### src/rtl/pidc_pkg.sv
package pidc_pkg;

    // field widths
    localparam int IN_W       = 16;
    localparam int S_DATA_W   = 3 * IN_W;
    localparam int OUT_W      = 8;
    localparam int ERR_W      = IN_W + 1;
    localparam int SUM_W      = 32;

    // shared multiplier and accumulator
    localparam int MUL_A_W    = 32;
    localparam int MUL_B_W    = 16;
    localparam int PROD_W     = MUL_A_W + MUL_B_W;
    localparam int ACC_W      = 50;
    localparam int DRV_FULL_W = ACC_W - 8;

    // derivative divider
    localparam int DIV_N_W    = 26;
    localparam int DIV_D_W    = 16;
    localparam int DIV_CNT_W  = 5;
    localparam int DERIV_W    = DIV_N_W + 1;

    // configuration port
    localparam int CFG_IDX_W  = 3;
    localparam int CFG_DATA_W = 16;

    // derivative scale, ms to seconds
    localparam logic signed [MUL_B_W-1:0] DERIV_SCALE = 16'sd1000;

    // register indexes
    typedef enum logic [CFG_IDX_W-1:0] {
        CFG_KP     = 3'd0,
        CFG_KI     = 3'd1,
        CFG_KD     = 3'd2,
        CFG_MARGIN = 3'd3,
        CFG_MAX    = 3'd4,
        CFG_MIN    = 3'd5
    } t_cfg_idx;

    // sequencer states
    typedef enum logic [2:0] {
        S_IDLE,
        S_PREP,
        S_SCALE,
        S_PTERM,
        S_ITERM,
        S_DWAIT,
        S_DACC,
        S_CLAMP
    } t_state;

    // multiply-accumulate command
    typedef struct packed {
        logic mul;
        logic load;
        logic add;
    } t_mac_op;

endpackage

### src/rtl/pid_drive_controller.sv
// PID drive controller: one input item {target_pos, sensor_value, elapsed_ms}
// gives one 8-bit drive item. A changed target clears the integral; the
// integral adds the error only while |error| < error_margin, else it is
// cleared, and saturates at 32 bits. The derivative is taken on the
// measurement, (sensor - last sensor) * 1000 / elapsed_ms truncated toward
// zero, and is zero when elapsed_ms is zero. Drive = floor((P+I+D)/256) with
// signed Q8.8 gains, limited to max_drive and then raised to min_drive.
// One multiplier and a 26-step restoring divider are shared under a small
// sequencer, so o_s_tready is high only between items: an item passes
// through prep, scale, P, I, a wait on the divider (one quotient bit per
// cycle, run only when elapsed_ms is nonzero), D and clamp, and the last
// step holds while a drive item is still untaken.
// Configuration writes are always taken (o_cfg_ready high) and must only
// be made while the controller is idle; indexes 6 and 7 are ignored.
module pid_drive_controller (
    input  logic                                 i_clk,
    input  logic                                 i_rst_n,
    // input item
    input  logic                                 i_s_tvalid,
    output logic                                 o_s_tready,
    input  logic [pidc_pkg::S_DATA_W-1:0]        i_s_tdata,   // target_pos, sensor_value, elapsed_ms
    // result item
    output logic                                 o_m_tvalid,
    input  logic                                 i_m_tready,
    output logic [pidc_pkg::OUT_W-1:0]           o_m_tdata,   // drive
    // register writes
    input  logic                                 i_cfg_valid,
    output logic                                 o_cfg_ready,
    input  logic [pidc_pkg::CFG_IDX_W-1:0]       i_cfg_index,
    input  logic [pidc_pkg::CFG_DATA_W-1:0]      i_cfg_data
);
    import pidc_pkg::*;

    t_state r_state, n_state;

    // configuration
    logic signed [IN_W-1:0]   r_kp, r_ki, r_kd;
    logic [IN_W-1:0]          r_margin;
    logic signed [OUT_W-1:0]  r_max, r_min;

    // controller state
    logic signed [IN_W-1:0]   r_last_target, r_last_sensor;
    logic signed [SUM_W-1:0]  r_error_sum;

    // current item
    logic signed [IN_W-1:0]   r_target, r_sensor;
    logic [IN_W-1:0]          r_elapsed;
    logic signed [ERR_W-1:0]  r_err;
    logic                     r_dneg;

    // result register
    logic                     r_out_valid;
    logic [OUT_W-1:0]         r_drive;

    // datapath
    logic signed [ERR_W-1:0]      err_now, dsens;
    logic [ERR_W-1:0]             err_mag;
    logic                         in_window;
    logic signed [SUM_W-1:0]      sum_base, sum_sat, sum_next;
    logic signed [SUM_W:0]        sum_try;
    logic [DIV_N_W-1:0]           dmag, quotient;
    logic signed [DERIV_W-1:0]    deriv_q, deriv;
    logic signed [DRV_FULL_W-1:0] drv_full, max_ext, min_ext, drv_hi, drv_lo;
    logic                         out_free;

    // sequencer outputs
    logic                         s_ready, div_start, load_out, div_busy;
    t_mac_op                      mac_op;
    logic signed [MUL_A_W-1:0]    mac_a;
    logic signed [MUL_B_W-1:0]    mac_b;
    logic signed [PROD_W-1:0]     prod;
    logic signed [ACC_W-1:0]      acc;

    // error and integral window
    assign err_now   = ERR_W'(r_target) - ERR_W'(r_sensor);
    assign err_mag   = err_now[ERR_W-1] ? ERR_W'(-err_now) : ERR_W'(err_now);
    assign in_window = err_mag < {1'b0, r_margin};

    // integral: clear on new target, saturating add inside the window, clear outside it
    assign sum_base = (r_target != r_last_target) ? '0 : r_error_sum;
    assign sum_try  = (SUM_W+1)'(sum_base) + (SUM_W+1)'(err_now);
    assign sum_sat  = (sum_try[SUM_W] != sum_try[SUM_W-1])
                    ? (sum_try[SUM_W] ? {1'b1, {(SUM_W-1){1'b0}}}
                                      : {1'b0, {(SUM_W-1){1'b1}}})
                    : sum_try[SUM_W-1:0];
    assign sum_next = in_window ? sum_sat : '0;

    // derivative on measurement
    assign dsens   = ERR_W'(r_sensor) - ERR_W'(r_last_sensor);
    assign dmag    = prod[PROD_W-1] ? DIV_N_W'(-prod) : DIV_N_W'(prod);
    assign deriv_q = DERIV_W'({1'b0, quotient});
    assign deriv   = (r_elapsed == '0) ? '0 : (r_dneg ? -deriv_q : deriv_q);

    // floor divide by 256 and clamp
    assign drv_full = signed'(acc[ACC_W-1:8]);
    assign max_ext  = DRV_FULL_W'(r_max);
    assign min_ext  = DRV_FULL_W'(r_min);
    assign drv_hi   = (drv_full > max_ext) ? max_ext : drv_full;
    assign drv_lo   = (drv_hi < min_ext) ? min_ext : drv_hi;

    assign out_free = !r_out_valid || i_m_tready;

    // next state
    always_comb begin
        n_state = r_state;
        unique case (r_state)
            S_IDLE:  if (i_s_tvalid) n_state = S_PREP;
            S_PREP:  n_state = S_SCALE;
            S_SCALE: n_state = S_PTERM;
            S_PTERM: n_state = S_ITERM;
            S_ITERM: n_state = S_DWAIT;
            S_DWAIT: if (!div_busy) n_state = S_DACC;
            S_DACC:  n_state = S_CLAMP;
            S_CLAMP: if (out_free) n_state = S_IDLE;
            default: n_state = S_IDLE;
        endcase
    end

    // sequencer outputs
    always_comb begin
        s_ready   = 1'b0;
        div_start = 1'b0;
        load_out  = 1'b0;
        mac_op    = '0;
        mac_a     = '0;
        mac_b     = '0;
        unique case (r_state)
            S_IDLE: begin
                s_ready = 1'b1;
            end
            S_PREP: begin
                mac_op.mul = 1'b1;
                mac_a      = MUL_A_W'(dsens);
                mac_b      = DERIV_SCALE;
            end
            S_SCALE: begin
                div_start  = (r_elapsed != '0);
                mac_op.mul = 1'b1;
                mac_a      = MUL_A_W'(r_err);
                mac_b      = r_kp;
            end
            S_PTERM: begin
                mac_op.load = 1'b1;
                mac_op.mul  = 1'b1;
                mac_a       = r_error_sum;
                mac_b       = r_ki;
            end
            S_ITERM: begin
                mac_op.add = 1'b1;
            end
            S_DWAIT: begin
                mac_op.mul = !div_busy;
                mac_a      = MUL_A_W'(deriv);
                mac_b      = r_kd;
            end
            S_DACC: begin
                mac_op.add = 1'b1;
            end
            S_CLAMP: begin
                load_out = out_free;
            end
            default: begin
                s_ready = 1'b0;
            end
        endcase
    end

    // control and controller state
    always_ff @(posedge i_clk) begin
        if (!i_rst_n) begin
            r_state       <= S_IDLE;
            r_kp          <= '0;
            r_ki          <= '0;
            r_kd          <= '0;
            r_margin      <= '0;
            r_max         <= 8'sd127;
            r_min         <= -8'sd127;
            r_last_target <= '0;
            r_last_sensor <= '0;
            r_error_sum   <= '0;
            r_out_valid   <= 1'b0;
        end else begin
            r_state <= n_state;
            // register writes
            if (i_cfg_valid) begin
                unique case (i_cfg_index)
                    CFG_KP:     r_kp     <= signed'(i_cfg_data);
                    CFG_KI:     r_ki     <= signed'(i_cfg_data);
                    CFG_KD:     r_kd     <= signed'(i_cfg_data);
                    CFG_MARGIN: r_margin <= i_cfg_data;
                    CFG_MAX:    r_max    <= signed'(i_cfg_data[OUT_W-1:0]);
                    CFG_MIN:    r_min    <= signed'(i_cfg_data[OUT_W-1:0]);
                    default:    ;
                endcase
            end
            // step state update
            if (r_state == S_PREP) begin
                r_error_sum   <= sum_next;
                r_last_target <= r_target;
                r_last_sensor <= r_sensor;
            end
            // result handshake
            if (load_out) begin
                r_out_valid <= 1'b1;
            end else if (i_m_tready) begin
                r_out_valid <= 1'b0;
            end
        end
    end

    // item payload
    always_ff @(posedge i_clk) begin
        if (s_ready && i_s_tvalid) begin
            r_target  <= signed'(i_s_tdata[IN_W-1:0]);
            r_sensor  <= signed'(i_s_tdata[2*IN_W-1:IN_W]);
            r_elapsed <= i_s_tdata[3*IN_W-1:2*IN_W];
        end
        if (r_state == S_PREP) begin
            r_err <= err_now;
        end
        if (r_state == S_SCALE) begin
            r_dneg <= prod[PROD_W-1];
        end
        if (load_out) begin
            r_drive <= drv_lo[OUT_W-1:0];
        end
    end

    // shared multiplier
    pidc_mac u_mac (
        .i_clk  (i_clk),
        .i_op   (mac_op),
        .i_a    (mac_a),
        .i_b    (mac_b),
        .o_prod (prod),
        .o_acc  (acc)
    );

    // derivative divider
    pidc_div u_div (
        .i_clk      (i_clk),
        .i_rst_n    (i_rst_n),
        .i_start    (div_start),
        .i_dividend (dmag),
        .i_divisor  (r_elapsed),
        .o_busy     (div_busy),
        .o_quotient (quotient)
    );

    assign o_s_tready  = s_ready;
    assign o_m_tvalid  = r_out_valid;
    assign o_m_tdata   = r_drive;
    assign o_cfg_ready = 1'b1;

endmodule

### src/rtl/pidc_mac.sv
module pidc_mac (
    input  logic                                    i_clk,
    input  pidc_pkg::t_mac_op                       i_op,
    input  logic signed [pidc_pkg::MUL_A_W-1:0]     i_a,
    input  logic signed [pidc_pkg::MUL_B_W-1:0]     i_b,
    output logic signed [pidc_pkg::PROD_W-1:0]      o_prod,
    output logic signed [pidc_pkg::ACC_W-1:0]       o_acc
);
    import pidc_pkg::*;

    logic signed [PROD_W-1:0] r_prod;
    logic signed [ACC_W-1:0]  r_acc;
    logic signed [ACC_W-1:0]  prod_ext;

    // registered product, sign extended into the accumulator
    assign prod_ext = ACC_W'(r_prod);

    always_ff @(posedge i_clk) begin
        if (i_op.mul) begin
            r_prod <= i_a * i_b;
        end
        if (i_op.load) begin
            r_acc <= prod_ext;
        end else if (i_op.add) begin
            r_acc <= r_acc + prod_ext;
        end
    end

    assign o_prod = r_prod;
    assign o_acc  = r_acc;

endmodule

### src/rtl/pidc_div.sv
module pidc_div (
    input  logic                             i_clk,
    input  logic                             i_rst_n,
    input  logic                             i_start,
    input  logic [pidc_pkg::DIV_N_W-1:0]     i_dividend,
    input  logic [pidc_pkg::DIV_D_W-1:0]     i_divisor,
    output logic                             o_busy,
    output logic [pidc_pkg::DIV_N_W-1:0]     o_quotient
);
    import pidc_pkg::*;

    logic                 r_busy;
    logic [DIV_CNT_W-1:0] r_cnt;
    logic [DIV_N_W-1:0]   r_quo;
    logic [DIV_D_W-1:0]   r_rem;
    logic [DIV_D_W-1:0]   r_dvs;

    logic [DIV_D_W:0]     trial;
    logic [DIV_D_W:0]     diff;
    logic                 fits;

    // one restoring step: shift in the next dividend bit, try to subtract
    assign trial = {r_rem, r_quo[DIV_N_W-1]};
    assign diff  = trial - {1'b0, r_dvs};
    assign fits  = trial >= {1'b0, r_dvs};

    // step counter
    always_ff @(posedge i_clk) begin
        if (!i_rst_n) begin
            r_busy <= 1'b0;
            r_cnt  <= '0;
        end else if (i_start) begin
            r_busy <= 1'b1;
            r_cnt  <= DIV_CNT_W'(DIV_N_W);
        end else if (r_busy) begin
            r_cnt <= r_cnt - 1'b1;
            if (r_cnt == DIV_CNT_W'(1)) begin
                r_busy <= 1'b0;
            end
        end
    end

    // quotient bits shift in as dividend bits shift out
    always_ff @(posedge i_clk) begin
        if (i_start) begin
            r_quo <= i_dividend;
            r_rem <= '0;
            r_dvs <= i_divisor;
        end else if (r_busy) begin
            r_rem <= fits ? diff[DIV_D_W-1:0] : trial[DIV_D_W-1:0];
            r_quo <= {r_quo[DIV_N_W-2:0], fits};
        end
    end

    assign o_busy     = r_busy;
    assign o_quotient = r_quo;

endmodule

### config.mk
export PLATFORM = sky130hd
export DESIGN_NAME = pid_drive_controller
export DESIGN_NICKNAME = d
export VERILOG_FILES = /design/src/rtl/pidc_pkg.sv /design/src/rtl/pid_drive_controller.sv /design/src/rtl/pidc_mac.sv /design/src/rtl/pidc_div.sv
export SDC_FILE = /design/constraint.sdc
export NUM_CORES = 2
export LEC_CHECK = 0
export ABC_AREA = 0
export BUFFER_PORTS_ARGS = -buffer_cell sky130_fd_sc_hd__clkbuf_2
export CAP_MARGIN = 20
export CORE_MARGIN = 5
export CORE_UTILIZATION = 59
export CTS_CLUSTER_DIAMETER = 120
export DETAILED_ROUTE_END_ITERATION = 10
export PLACE_DENSITY = 0.77
export SYNTH_ARGS = -nofsm -noshare
export SYNTH_HDL_FRONTEND = slang
export SYNTH_HIERARCHICAL = 1
export SYNTH_SLANG_ARGS = --single-unit
### constraint.sdc
create_clock -name i_clk -period 8.9 [get_ports i_clk]
set_input_delay 0 -clock i_clk [delete_from_list [all_inputs] [get_ports i_clk]]
set_output_delay 0 -clock i_clk [all_outputs]
set_load 0.02 [all_outputs]
---- After elaboration in Yosys (flattened, before gate mapping) ----
Cells that the tools add are included.
operators by class
  mux-type cells .......................... 34
  $lt $le $gt $ge ......................... 4
  reductions and logical operators ........ 21
  div/mod/pow operators ................... 0
  $mul .................................... 1
  eq/ne operators ......................... 18
  shift operators ......................... 0
  add/sub/neg operators ................... 9
  bitwise gates (word level) .............. 1
operators with widths
  operator                                      number
  2-to-1 mux 32 bit                             4
  case mux 32 bit (4 select lines)              1
  2-to-1 mux 50 bit                             2
  2-to-1 mux 26 bit                             3
  case mux 16 bit (4 select lines)              1
  2-to-1 mux 27 bit                             2
  adder 50 x 48 -> 50 bit                       1
  multiplier 32 x 16 -> 48 bit                  1
  > comparator 42 x 8 -> 1 bit                  1
  less-than comparator 42 x 8 -> 1 bit          1
  2-to-1 mux 42 bit                             1
  subtractor 16 x 16 -> 17 bit                  2
  adder 32 x 17 -> 33 bit                       1
  negation 26 -> 27 bit                         1
  negation 26 bit                               1
  case mux 3 bit (8 select lines)               1
  equality test 3 bit (second input constant)   6
  greater-or-equal comparator 17 x 16 -> 1 bit  1
  less-than comparator 17 x 16 -> 1 bit         1
  2-to-1 mux 17 bit                             1
  negation 17 bit                               1
  logical NOT 16 bit                            1
  2-to-1 mux 16 bit                             1
  inequality test 16 bit                        1
  23 further kinds                              51
storage, ports and cells
  latch bits .............................. 0
  memory bits (writable) .................. 0
  logic and storage cells ................. 113
  bits in registers ....................... 384
  bits of input ports ..................... 72
  memory bits (read-only) ................. 0
  output and inout bits ................... 11
  memories ................................ 0

---- Longest topological paths before layout ----
  depth in word-level cells ............... 6
  mapped depth ............................ 40
  depth with buffers taken out ............ 38

---- Modules after synthesis ----
Netlist, hierarchy kept.
modules (own cells, without submodules)
  module                seq. area each (um2)  cells each  instances  area an instance (um2)
  pidc_mac              2,942.8               2,684       1          24,186.9
  pid_drive_controller  5,185.0               1,980       1          16,304.4
  pidc_div              1,701.6               337         1          3,595.9

---- Worst setup path before layout ----
Ideal clock, no wire load.
  path kind ............................... flip-flop to flip-flop
  start point ............................. register r_sensor[0]
  end point ............................... register u_mac.r_prod[44] (netlist: u_mac/o_prod[44]) (data pin)
  library setup time ...................... 0.273 ns
  slack ................................... 0.202 ns
  cell stages (with the launch flop) ...... 38
  arrival time ............................ 8.425 ns
  clock period less this slack ............ 8.698 ns
  required time ........................... 8.627 ns
  path buffers ............................ 3
  cell sequence ........................... edfxtp_1 inv_1 ha_1 inv_1 fa_1 a21o_1 a21oi_1 o21bai_1 a21oi_1 o21a_1 o211ai_1 a31oi_1 o21ai_0 and2_1 clkbuf_1 nand3_1 clkbuf_1 nand2_1 [... 2 more ...] fa_1 inv_1 fa_1 fa_1 inv_1 fa_1 inv_1 ha_1 clkbuf_1 a21o_1 a21o_1 a31oi_1 nor3_1 a2111oi_0 o31ai_1 a311oi_2 mux2i_1 o2111ai_1
on the way
  word-level cells in the longest chain between the ends .. 3
RTL lines
  what                              RTL line                     source
  from (decl)                       pid_drive_controller.sv:46   logic signed [IN_W-1:0] r_target, r_sensor;
  from (signal assigned)            pid_drive_controller.sv:215  r_sensor <= signed'(i_s_tdata[2*IN_W-1:IN_W]);
  subtractor 16 x 16 -> 17 bit      pid_drive_controller.sv:89   assign dsens = ERR_W'(r_sensor) - ERR_W'(r_last_sensor);
  case mux 32 bit (4 select lines)  pid_drive_controller.sv:127  unique case (r_state)
  via mac_a[26]                     pid_drive_controller.sv:69   logic signed [MUL_A_W-1:0] mac_a;
  multiplier 32 x 16 -> 48 bit      pidc_mac.sv:20               r_prod <= i_a * i_b;
  to (signal assigned)              pidc_mac.sv:20
  to (decl)                         pidc_mac.sv:11               logic signed [PROD_W-1:0] r_prod;
The timed path passes the listed nets, and every way through them passes these cells.
A chain may end at the register's enable or synchronous reset.

---- Worst setup path in the final report ----
  start point ............................. register u_div.r_quo[5] (netlist: u_div/o_quotient[5])
  end point ............................... register u_mac.r_prod[44] (netlist: u_mac/o_prod[44]) (data pin)
on the way
  word-level cells in the longest chain between the ends .. 5
RTL lines
  what                              RTL line                     source
  from (decl)                       pidc_div.sv:14               logic [DIV_N_W-1:0] r_quo;
  from (signal assigned)            pidc_div.sv:46               r_quo <= i_dividend;
  from (signal assigned)            pidc_div.sv:51               r_quo <= {r_quo[DIV_N_W-2:0], fits};
  negation 26 -> 27 bit             pid_drive_controller.sv:92   assign deriv = (r_elapsed == '0) ? '0 : (r_dneg ? -deriv_q : deriv_q);
  2-to-1 mux 27 bit (2 in a row)    pid_drive_controller.sv:92
  case mux 32 bit (4 select lines)  pid_drive_controller.sv:127
  via mac_a[22]                     pid_drive_controller.sv:69
  multiplier 32 x 16 -> 48 bit      pidc_mac.sv:20
The timed path passes the listed nets, and every way through them passes these cells.

==> reports/results.ini <==
[status]
status=finished clean

[critical_path]
critPathTopFamily=adder cells
crit_arrival_ps=8980
worstPathRequired_ps=9220
setup.worst_path.start_class=flip-flop
path_buf_inv=7
path_max_fanout=6
critPathKind=reg -> reg
cpMaxStageDelayCell=or4_4
startpoint=u_div/o_quotient[5]
endpoint_kind=flip-flop
critical_path.most_common_cell=fa_1
r2r-start=u_div/o_quotient[5]
max_stage_delay_ps=550

[detailed_routing]
dr.first_iter.drc_count=3078
finalWirelength_um=118000
viasPerCell=5.86
drt_first_pass_iters=6
vias=36271
antenna_left=0
drcViolationCount=0
avgRoutedWirePerCell_um=19.1

[synthesis]
synth_seq_area_share_pct=22.3
netlist_area_um2=44100
ys_seq_elements=384
syn_nets=5910
synth_area_per_cell_um2=8.82
synth-main-ff-cell=edfxtp_1
async_flop_share_pct=0
synth_cell_types=96
synth_edf_count=214
synth_warnings=6
netlist_instances=5001

[min_path]
hold_path_class=in -> reg
min-delay-start=i_rst_n

[power]
ir_drop_v=0.000207
power.density_nw_per_um2=168
p_leak_uw=0.0221

[global_route]
grt-busiest-layer=met2
grtUsageMet2_pct=47.3
gr-total-overflow=0
antenna_found_initial=0
grt_pass1_vias=36498
gr-usage-met3_pct=5.52
use_met1_pct=39.2
grt_max_degree=96
grt_pass1_wl_um=191000
track_usage_pct=28.9

[timing]
worst_slew_pin_slew_ps=1120
tns_ps=0
finalHoldViolCount=0
setup_viol=0
period_minus_slack_ps=8660
fmax_mhz=115
relSlewSlack_pct=24.8
slew_violations=0
hold_ws_ps=35.3
fin_crit_sh_pct=97.3
rsz0062_at_grt=yes
fin_skew_ps=60.1

[cts]
htreeDepth=2
cts_tree=built
cts_buffers=44
clockBufferDepth=3
root_buffer=clkbuf_16
path_clk_slew_ps=60
clock_latency_ps=600
cts.sinks=384

[die]
rows=100
dieArea_um2=80300
start_util_pct=59.3
coreArea_um2=74300
ios=83
dieHeight_um=283
die_x_um=283

[placed_design]
finalWeightedCongestion=0.940
dp_cells=6009
portBuffers=81
hpwl_um=90700
dpl_cell_area_um2=46300

[job]
drv_cap=0

[finish]
postLayoutCellArea_um2=49200
layoutNonFillerInstCount=6186
final_cell_mix=inv_1, nand2_1, fa_1
layout.nets=6090
num_antenna_cells=0
area_delta_synth_final_pct=11.7
drive_gt1_share_pct=10.0
layout_commonest_cell=inv_1
num-fill-cells=5891

layout make-up:
type                    count  area [um^2]  share of cell area (%)
clock buffers              50         1150                    2.34
clock inverters            32          417                   0.846
inverters                 784         2950                    5.98
multi-input cells        3615        30900                    62.7
flip-flops and latches    384         9830                    20.0
well taps                 969         1210                    2.46
repair buffers            352         2790                    5.67
path summary, 6_finish.rpt:
path                 endpoint  slack, ps  cells past startpoint
max          u_mac/o_prod[44]        240                     30
min                  r_min[0]         40                      2
max reg2reg  u_mac/o_prod[44]        240                     30
min reg2reg    u_div/r_dvs[3]        450                      0
stage by stage:
stage	total power, uW	utilization (%)	worst slack, ps
detailed placement	6160	62.3	-133
global route	8830	66.2	-100
floorplan	5100	-	202
CTS	8150	65.5	6.01
finish	8280	66.2	239
global placement	6030	62.3	-18.5
registers in the layout, summed over array words and instances, names as in the netlist, 16 cells and up:
register,cells
r_error_sum,32
u_mac/o_prod,48
u_div/o_quotient,26
u_div/r_rem,16
r_kp,16
r_margin,16
r_last_sensor,16
r_last_target,16
u_div/r_dvs,16
r_target,16
u_mac/o_acc,50
r_sensor,16
r_err,17
r_ki,16
r_kd,16
r_elapsed,16
routing by layer:
metal	routed length, um	share of wire, %
met5	0	0
met4	3810	3.2
met3	10200	8.6
met2	54800	46
met1	49700	42
worst register-to-register path, delay by kind of cell, from the launching register on:
kind	cells	cell delay, ps
buffers and inverters	7	690
xor gates and xnor gates	1	180
AOI/OAI and AO/OA	8	2010
adders and majority gates	7	3260
muxes	1	220
and+or+nand+nor	6	1600
DFF	1	410
synthesized netlist by cell type, drive strengths merged, types with 10 or more instances:
cell | instances | area (um^2)
fa | 491 | 9830
mux2i | 35 | 350
a221oi | 34 | 304
nand3 | 61 | 305
a21oi | 311 | 1560
a21boi | 11 | 82.6
buf | 26 | 150
edfxtp | 214 | 6430
nand4 | 48 | 300
o21a | 43 | 323
a31oi | 25 | 156
o21bai | 22 | 165
xnor2 | 169 | 1480
mux2 | 46 | 518
a211oi | 23 | 173
nand2b | 35 | 219
nor4 | 19 | 125
o21ai | 225 | 1130
nor2b | 39 | 244
dfxtp | 170 | 3400
a22o | 10 | 87.6
or4 | 12 | 90.1
clkbuf | 193 | 724
nor2 | 135 | 507
inv | 784 | 2940
o31ai | 32 | 240
xor2 | 59 | 517
nand2 | 730 | 2740
o22ai | 17 | 113
nor3 | 45 | 225
or3 | 24 | 155
o211ai | 23 | 173
or2 | 16 | 103
a21o | 88 | 661
a221o | 17 | 170
ha | 346 | 4330
and3 | 28 | 175
and2 | 261 | 1630
o221ai | 16 | 164
a311oi | 10 | 100
where the power goes:
group,internal [uW],switching (uW),total [uW]
registers,2220,220,2440
clock network,1150,807,1960
logic,1590,2290,3880
total,4960,3320,8280
cells by family after synthesis:
logic type      synth area share (%)
other cells                  0.00851
fa+ha+maj                       32.1
flops                           22.3
mux                             1.97
compound gates                  14.3
simple gates                    16.2
xor+xnor                        4.53
buf+inv                         8.66
what timing repair did:
action / in CTS / in global routing
buffers inserted: 2 / 16
gates cloned: 0 / 2
pin swaps: 3 / 46
endpoints found under the setup margin: 4 / 21
endpoints found under the hold margin: 132 / 0
hold buffers: 72 / 0
resized for setup: 9 / 87
No activity file was read; power rests on OpenSTA's default activity.
